[config.mk]
export PLATFORM = sky130hd
export DESIGN_NAME = preemptive_priority_scheduler_top
export DESIGN_NICKNAME = d
export VERILOG_FILES = /design/src/pps_pkg.sv /design/src/pps_cell.sv /design/src/preemptive_priority_scheduler_top.sv
export SDC_FILE = /design/constraint.sdc
export NUM_CORES = 2
export LEC_CHECK = 0
export BUFFER_PORTS_ARGS = -buffer_cell sky130_fd_sc_hd__clkbuf_2
export CAP_MARGIN = 20
export CORE_AREA = 10 10 490 492
export CTS_CLUSTER_SIZE = 12
export DETAILED_ROUTE_END_ITERATION = 6
export DIE_AREA = 0 0 500 502
export PLACE_DENSITY = 0.64
export SETUP_SLACK_MARGIN = 0.05
export SYNTH_ARGS = -nofsm -noshare
export SYNTH_HDL_FRONTEND = slang
export SYNTH_HIERARCHICAL = 1
export SYNTH_SLANG_ARGS = --single-unit
[constraint.sdc]
create_clock -name clk -period 11.9 [get_ports clk]
set_clock_uncertainty 0.05 [all_clocks]
set_input_delay 0.595 -clock clk [delete_from_list [all_inputs] [get_ports clk]]
set_output_delay 0.595 -clock clk [all_outputs]
set_load 0.03 [all_outputs]
[src/pps_pkg.sv]
// Shared types and constants for the preemptive priority scheduler.
package pps_pkg;

    localparam int SLOT_BITS = 4;
    localparam int PRIO_BITS = 8;

    localparam logic OP_LOAD = 1'b0;
    localparam logic OP_TICK = 1'b1;

    typedef enum logic [1:0] {
        ST_IDLE,
        ST_SCAN,
        ST_APPLY,
        ST_REPORT
    } state_t;

    // Control part of the candidate that walks the cell chain.
    typedef struct packed {
        logic go;          // token present this cycle
        logic found;       // a ready task has been picked so far
        logic pend_other;  // some unfinished task other than the pick exists
        logic last_unit;   // the pick has one unit left
    } scan_ctl_t;

endpackage

[src/pps_cell.sv]
// One task slot: holds the task and merges it into the passing candidate.
module pps_cell #(
    parameter int INDEX     = 0,
    parameter int IW        = 4,
    parameter int TW        = 16
) (
    input  logic                          clk,
    input  logic                          rst_n,
    input  logic [TW-1:0]                 now,
    // load command
    input  logic                          ld_en,
    input  logic [pps_pkg::SLOT_BITS-1:0] ld_slot,
    input  logic [TW-1:0]                 ld_arrival,
    input  logic [TW-1:0]                 ld_burst,
    input  logic [pps_pkg::PRIO_BITS-1:0] ld_prio,
    // run-one-unit command
    input  logic                          upd_en,
    input  logic [IW-1:0]                 upd_idx,
    // candidate in from the lower slot
    input  pps_pkg::scan_ctl_t            in_ctl,
    input  logic [pps_pkg::PRIO_BITS-1:0] in_prio,
    input  logic [TW-1:0]                 in_arrival,
    input  logic [TW-1:0]                 in_burst,
    input  logic [TW-1:0]                 in_first,
    input  logic [IW-1:0]                 in_idx,
    // candidate out to the next slot
    output pps_pkg::scan_ctl_t            out_ctl,
    output logic [pps_pkg::PRIO_BITS-1:0] out_prio,
    output logic [TW-1:0]                 out_arrival,
    output logic [TW-1:0]                 out_burst,
    output logic [TW-1:0]                 out_first,
    output logic [IW-1:0]                 out_idx
);

    logic                          loaded_reg;
    logic                          started_reg;
    logic                          done_reg;
    logic [TW-1:0]                 arrival_reg;
    logic [TW-1:0]                 burst_reg;
    logic [TW-1:0]                 left_reg;
    logic [TW-1:0]                 first_reg;
    logic [pps_pkg::PRIO_BITS-1:0] prio_reg;

    pps_pkg::scan_ctl_t            ctl_reg;
    pps_pkg::scan_ctl_t            ctl_next;
    logic [pps_pkg::PRIO_BITS-1:0] cprio_reg;
    logic [TW-1:0]                 carrival_reg;
    logic [TW-1:0]                 cburst_reg;
    logic [TW-1:0]                 cfirst_reg;
    logic [IW-1:0]                 cidx_reg;

    logic ld_hit;
    logic upd_hit;
    logic pending;
    logic ready;
    logic win;

    assign ld_hit  = ld_en && ({{(32-pps_pkg::SLOT_BITS){1'b0}}, ld_slot} == 32'(INDEX));
    assign upd_hit = upd_en && (upd_idx == IW'(INDEX));
    assign pending = loaded_reg && !done_reg;
    assign ready   = pending && (left_reg != '0) && (arrival_reg <= now);
    // incoming candidate comes from a lower slot, so only a strict win replaces it
    assign win     = ready && (!in_ctl.found || (prio_reg < in_prio) ||
                     ((prio_reg == in_prio) && (arrival_reg < in_arrival)));

    always_comb
    begin
        ctl_next    = in_ctl;
        if (win)
        begin
            ctl_next.found      = 1'b1;
            ctl_next.pend_other = in_ctl.pend_other || in_ctl.found;
            ctl_next.last_unit  = (left_reg == TW'(1));
        end
        else
        begin
            ctl_next.pend_other = in_ctl.pend_other || pending;
        end
    end

    always_ff @(posedge clk or negedge rst_n)
    begin
        if (!rst_n)
        begin
            loaded_reg  <= 1'b0;
            started_reg <= 1'b0;
            done_reg    <= 1'b0;
        end
        else if (ld_hit)
        begin
            loaded_reg  <= 1'b1;
            started_reg <= 1'b0;
            done_reg    <= (ld_burst == '0);
        end
        else if (upd_hit)
        begin
            started_reg <= 1'b1;
            if (left_reg == TW'(1))
            begin
                done_reg <= 1'b1;
            end
        end
    end

    always_ff @(posedge clk)
    begin
        if (ld_hit)
        begin
            arrival_reg <= ld_arrival;
            burst_reg   <= ld_burst;
            left_reg    <= ld_burst;
            prio_reg    <= ld_prio;
        end
        else if (upd_hit)
        begin
            left_reg <= left_reg - TW'(1);
            if (!started_reg)
            begin
                first_reg <= now;
            end
        end
    end

    always_ff @(posedge clk or negedge rst_n)
    begin
        if (!rst_n)
        begin
            ctl_reg <= '0;
        end
        else if (in_ctl.go)
        begin
            ctl_reg <= ctl_next;
        end
        else
        begin
            ctl_reg.go <= 1'b0;
        end
    end

    always_ff @(posedge clk)
    begin
        if (in_ctl.go)
        begin
            if (win)
            begin
                cprio_reg    <= prio_reg;
                carrival_reg <= arrival_reg;
                cburst_reg   <= burst_reg;
                cfirst_reg   <= started_reg ? first_reg : now;
                cidx_reg     <= IW'(INDEX);
            end
            else
            begin
                cprio_reg    <= in_prio;
                carrival_reg <= in_arrival;
                cburst_reg   <= in_burst;
                cfirst_reg   <= in_first;
                cidx_reg     <= in_idx;
            end
        end
    end

    assign out_ctl     = ctl_reg;
    assign out_prio    = cprio_reg;
    assign out_arrival = carrival_reg;
    assign out_burst   = cburst_reg;
    assign out_first   = cfirst_reg;
    assign out_idx     = cidx_reg;

endmodule

[src/preemptive_priority_scheduler_top.sv]
// Preemptive priority scheduler: task cell chain, tick sequencer and result registers.
// A load is taken while idle and busy stays low after it.
// A tick holds busy while the candidate walks the cell chain one slot per cycle,
// then the apply state runs the pick and the report state registers the times.
// result_valid pulses for one cycle as busy drops; a tick is taken only while busy is low.
// Reset clears the clock and all loaded/started/done flags; the table is empty.
module preemptive_priority_scheduler_top #(
    parameter int MAX_TASKS = 16,
    parameter int TIME_BITS = 16
) (
    input  logic                          clk,
    input  logic                          rst_n,
    input  logic                          start,
    output logic                          busy,
    input  logic                          opcode,
    input  logic [pps_pkg::SLOT_BITS-1:0] slot,
    input  logic [TIME_BITS-1:0]          arrival,
    input  logic [TIME_BITS-1:0]          burst,
    input  logic [pps_pkg::PRIO_BITS-1:0] prio,
    output logic                          result_valid,
    output logic [pps_pkg::SLOT_BITS-1:0] running_slot,
    output logic                          cpu_idle,
    output logic                          task_finished,
    output logic [TIME_BITS-1:0]          first_run_time,
    output logic [TIME_BITS-1:0]          finish_time,
    output logic [TIME_BITS-1:0]          turnaround,
    output logic [TIME_BITS-1:0]          wait_time,
    output logic                          all_done,
    output logic [TIME_BITS-1:0]          now_time
);

    localparam int IW = (MAX_TASKS > 1) ? $clog2(MAX_TASKS) : 1;
    localparam int TW = TIME_BITS;

    pps_pkg::state_t state_reg;
    pps_pkg::state_t state_next;

    logic [TW-1:0] now_reg;
    logic [TW-1:0] now_inc;

    logic accept;
    logic inject;
    logic ld_en;
    logic upd_en;

    pps_pkg::scan_ctl_t            ch_ctl     [MAX_TASKS+1];
    logic [pps_pkg::PRIO_BITS-1:0] ch_prio    [MAX_TASKS+1];
    logic [TW-1:0]                 ch_arrival [MAX_TASKS+1];
    logic [TW-1:0]                 ch_burst   [MAX_TASKS+1];
    logic [TW-1:0]                 ch_first   [MAX_TASKS+1];
    logic [IW-1:0]                 ch_idx     [MAX_TASKS+1];

    pps_pkg::scan_ctl_t best;
    logic               fin_now;

    // registers between the run cycle and the report cycle
    logic                          r_found_reg;
    logic                          r_fin_reg;
    logic                          r_all_reg;
    logic [pps_pkg::SLOT_BITS-1:0] r_slot_reg;
    logic [TW-1:0]                 r_first_reg;
    logic [TW-1:0]                 r_finish_reg;
    logic [TW-1:0]                 r_tat_reg;
    logic [TW-1:0]                 r_burst_reg;
    logic [TW-1:0]                 wt_calc;

    logic                          valid_reg;
    logic [pps_pkg::SLOT_BITS-1:0] o_slot_reg;
    logic                          o_idle_reg;
    logic                          o_fin_reg;
    logic [TW-1:0]                 o_first_reg;
    logic [TW-1:0]                 o_finish_reg;
    logic [TW-1:0]                 o_tat_reg;
    logic [TW-1:0]                 o_wt_reg;
    logic                          o_all_reg;
    logic [TW-1:0]                 o_now_reg;

    assign accept  = start && !busy;
    assign now_inc = (now_reg != '1) ? (now_reg + TW'(1)) : now_reg;

    always_comb
    begin
        state_next = state_reg;
        unique case (state_reg)
            pps_pkg::ST_IDLE:
            begin
                if (start && (opcode == pps_pkg::OP_TICK))
                begin
                    state_next = pps_pkg::ST_SCAN;
                end
            end
            pps_pkg::ST_SCAN:
            begin
                if (ch_ctl[MAX_TASKS].go)
                begin
                    state_next = pps_pkg::ST_APPLY;
                end
            end
            pps_pkg::ST_APPLY:  state_next = pps_pkg::ST_REPORT;
            pps_pkg::ST_REPORT: state_next = pps_pkg::ST_IDLE;
            default:            state_next = pps_pkg::ST_IDLE;
        endcase
    end

    always_comb
    begin
        busy   = 1'b1;
        inject = 1'b0;
        ld_en  = 1'b0;
        upd_en = 1'b0;
        unique case (state_reg)
            pps_pkg::ST_IDLE:
            begin
                busy   = 1'b0;
                inject = start && (opcode == pps_pkg::OP_TICK);
                ld_en  = start && (opcode == pps_pkg::OP_LOAD);
            end
            pps_pkg::ST_APPLY:
            begin
                upd_en = best.found;
            end
            default:
            begin
                busy = 1'b1;
            end
        endcase
    end

    always_ff @(posedge clk or negedge rst_n)
    begin
        if (!rst_n)
        begin
            state_reg <= pps_pkg::ST_IDLE;
            now_reg   <= '0;
        end
        else
        begin
            state_reg <= state_next;
            if (state_reg == pps_pkg::ST_APPLY)
            begin
                now_reg <= now_inc;
            end
        end
    end

    // head of the chain: empty candidate
    assign ch_ctl[0]     = '{go: inject, found: 1'b0, pend_other: 1'b0, last_unit: 1'b0};
    assign ch_prio[0]    = '0;
    assign ch_arrival[0] = '0;
    assign ch_burst[0]   = '0;
    assign ch_first[0]   = '0;
    assign ch_idx[0]     = '0;

    for (genvar i = 0; i < MAX_TASKS; i++)
    begin : g_cell
        pps_cell #(
            .INDEX (i),
            .IW    (IW),
            .TW    (TW)
        ) u_cell (
            .clk         (clk),
            .rst_n       (rst_n),
            .now         (now_reg),
            .ld_en       (ld_en),
            .ld_slot     (slot),
            .ld_arrival  (arrival),
            .ld_burst    (burst),
            .ld_prio     (prio),
            .upd_en      (upd_en),
            .upd_idx     (ch_idx[MAX_TASKS]),
            .in_ctl      (ch_ctl[i]),
            .in_prio     (ch_prio[i]),
            .in_arrival  (ch_arrival[i]),
            .in_burst    (ch_burst[i]),
            .in_first    (ch_first[i]),
            .in_idx      (ch_idx[i]),
            .out_ctl     (ch_ctl[i+1]),
            .out_prio    (ch_prio[i+1]),
            .out_arrival (ch_arrival[i+1]),
            .out_burst   (ch_burst[i+1]),
            .out_first   (ch_first[i+1]),
            .out_idx     (ch_idx[i+1])
        );
    end

    assign best    = ch_ctl[MAX_TASKS];
    assign fin_now = best.found && best.last_unit;

    always_ff @(posedge clk)
    begin
        if (state_reg == pps_pkg::ST_APPLY)
        begin
            r_found_reg  <= best.found;
            r_fin_reg    <= fin_now;
            r_all_reg    <= !best.pend_other && !(best.found && !best.last_unit);
            r_slot_reg   <= best.found ? pps_pkg::SLOT_BITS'(ch_idx[MAX_TASKS]) : '0;
            r_first_reg  <= fin_now ? ch_first[MAX_TASKS] : '0;
            r_finish_reg <= fin_now ? now_inc : '0;
            r_tat_reg    <= fin_now ? (now_inc - ch_arrival[MAX_TASKS]) : '0;
            r_burst_reg  <= fin_now ? ch_burst[MAX_TASKS] : '0;
        end
    end

    // clamps at zero when clock saturation shortened the turnaround
    assign wt_calc = (r_tat_reg >= r_burst_reg) ? (r_tat_reg - r_burst_reg) : '0;

    always_ff @(posedge clk or negedge rst_n)
    begin
        if (!rst_n)
        begin
            valid_reg <= 1'b0;
        end
        else
        begin
            valid_reg <= (state_reg == pps_pkg::ST_REPORT);
        end
    end

    always_ff @(posedge clk)
    begin
        if (state_reg == pps_pkg::ST_REPORT)
        begin
            o_slot_reg   <= r_slot_reg;
            o_idle_reg   <= !r_found_reg;
            o_fin_reg    <= r_fin_reg;
            o_first_reg  <= r_first_reg;
            o_finish_reg <= r_finish_reg;
            o_tat_reg    <= r_tat_reg;
            o_wt_reg     <= wt_calc;
            o_all_reg    <= r_all_reg;
            o_now_reg    <= now_reg;
        end
    end

    assign result_valid   = valid_reg;
    assign running_slot   = o_slot_reg;
    assign cpu_idle       = o_idle_reg;
    assign task_finished  = o_fin_reg;
    assign first_run_time = o_first_reg;
    assign finish_time    = o_finish_reg;
    assign turnaround     = o_tat_reg;
    assign wait_time      = o_wt_reg;
    assign all_done       = o_all_reg;
    assign now_time       = o_now_reg;

endmodule

==> impl_metrics.yaml <==
status:
  run_status: "complete, no violations"
clock_tree:
  numCtsBuffers: 279
  cts_tree: "done"
  clock_tree.buffer_depth: 4
  cts.reportedPaths.clkPinSlew_ns: 0.06
  cts_root_buffer: "clkbuf_16"
  cts.repair.resized: 0
  cts_max_level: 5
  clock_latency_ns: 0.91
  clock_sinks: 2393
  postCtsSetupBuffers: 0
global_routing:
  grt_max_degree: 69
  first_global_vias: 69495
  grt_pass1_wl_um: 431800
  antenna_found_initial: 5
  grt_use_total: 0.2244
  overflow: 0
drt:
  wl_per_cell_um: 23.77
  drtIter0Drc: 4996
  vias: 67942
  drt_first_pass_iters: 6
  finalWirelength_um: 287100
  via_per_inst: 5.626
  postRouteAntennaNets: 0
  drc_errors: 0
setup_path:
  path_class: "reg -> reg"
  r2r_cells: 10
  path_buf_inv: 3
  r2r_slack_ns: 7.21
  crit_path_end_kind: "flop"
  critical_path_arrival_ns: 5.28
  critical-path-top-delay-family: "compound AO/OA/AOI/OAI gates"
  reg2reg_from: "now_reg[13]$_DFFE_PN0P_"
  r2r_end: "g_cell[3].u_cell/out_first[7]$_DFFE_PP_"
  critical_path_required_ns: 12.50
  crit_chain: "buf_4 > inv_1 > ha_1 > nand4_1 > o2111ai_1 > a311oi_1 > a31oi_2 > a311oi_4 > buf_4 > mux2_2"
  start_kind: "flop"
  cpPeakStageDelay_ns: 0.94
  cp_common_cell: "buf_4"
  cp_slowest_cell: "a311oi_4"
  cp_max_fo: 43
final_layout:
  design_area_um2: 126900
  final_nets: 9596
  utilization: 0.5526
  fill_cells: 18522
  layout-drive-gt1-share: 0.1499
  final_cell_mix: "edfxtp_1, inv_1, ha_1"
  final_common_cell: "edfxtp_1"
  multi_input_area_um2: 38710
  seq_area_um2: 71220
  area_delta_synth_final_pct: 11.22
pwr:
  power.static_leakage_nw: 46.15
  p_per_area_nw_per_um2: 179.4
  total_power_mw: 22.77
  peakVddDrop_mv: 0.1479
yosys:
  ys_warn_count: 6
  syn-instance-count: 8429
  syn_avg_cell_area_um2: 13.54
  syn_area_um2: 114100
min_path:
  holdPathStages: 1
  min-delay-path-class: "in -> reg"
  min_from: "burst[0]"
  whs_endpoint: "g_cell[14].u_cell/burst_reg[0]$_DFFE_PP_"
timing:
  min_period_over_period: 0.3939
  fmax_ghz: 0.2133
  final-setup-viol-count: 0
  finalMaxSlewViolations: 0
  hold_viol_final: 0
  fin_crit_ns: 4.688
  worst_slew_pin_slew_ns: 1.176
  rsz0062_at_grt: "no"
  setup_slack_ns: 7.212
  setup_tns_ns: 0
  slew_headroom: 0.2157
placed_design:
  io_buffer_count: 136
  post-place-ws_ns: 7.247
  dpl.hpwl_um: 202600
  place_congestion: 0.9240
  dpl_cell_area_um2: 118400
floorplanning:
  start_util: 0.4969
  ios: 137
  rows: 176
  die-area_um2: 251000
  die_h_um: 502
  die_x_um: 500
  core_um2: 229700
flow_run:
  maxCapViolCount: 0
==> area by class of cell <==
class                      instances  share of cell area
antenna                            2          0.00003943
clock buffer                     399             0.06223
clock inverter                    77            0.004308
inverter                         810             0.02396
multi-input combinational       5103              0.3050
sequential                      2393              0.5612
tap                             3026             0.02983
timing repair buffer             267             0.01344
==> report_power, final <==
part	switching, mW	total [mW]	internal (mW)
sequential	0.503	10.8	10.3
combinational	2.60	3.95	1.35
clock	3.25	7.99	4.74
total	6.35	22.8	16.4
==> per-stage QoR <==
stage / hold slack (ns) / std cells
global route: 0.08232 / 12076
CTS: 0.02706 / 12074
floorplan: 0.2494 / 8518
detailed placement: 0.3545 / 11595
finish: 0.1214 / 12077
global placement: 0.3515 / 11594
==> worst max-delay path by stage <==
stage	startpoint	cells after the start	endpoint
floorplan	state_reg[0]$_DFFE_PN0P_	7	g_cell[12].u_cell/first_reg[0]$_DFFE_PP_
global placement	now_reg[13]$_DFFE_PN0P_	10	g_cell[3].u_cell/out_first[6]$_DFFE_PP_
detailed placement	now_reg[13]$_DFFE_PN0P_	10	g_cell[3].u_cell/out_first[7]$_DFFE_PP_
CTS	now_reg[13]$_DFFE_PN0P_	10	g_cell[3].u_cell/out_first[7]$_DFFE_PP_
global route	now_reg[13]$_DFFE_PN0P_	10	g_cell[3].u_cell/out_arrival[9]$_DFFE_PP_
finish	now_reg[13]$_DFFE_PN0P_	10	g_cell[3].u_cell/out_first[7]$_DFFE_PP_
==> metal layers <==
layer / wire [um] / GRT usage / up-vias / share of wire
met3: 12880 / 0.02825 / 616 / 0.045
met1: 117600 / 0.2809 / 33398 / 0.41
li1: - / - / 32059 / -
met5: 0 / 0 / - / 0
met2: 140500 / 0.3842 / 1869 / 0.49
met4: 16140 / 0.1129 / 0 / 0.056
==> worst reg2reg max path, delay by kind of cell, from the launching register on <==
family	cells	cell delay [ns]
AOI/OAI and AO/OA	4	1.71
muxes	1	0.48
buffers and inverters	3	1.20
DFF	1	0.50
and+or+nand+nor	1	0.17
adders and majority gates	1	0.33
==> timing repair <==
item	in CTS	in global routing
setup endpoints to repair	0	0
hold endpoints to repair	44	0
hold buffers	3	0
Note: power is estimated with default switching activity, not from simulation.
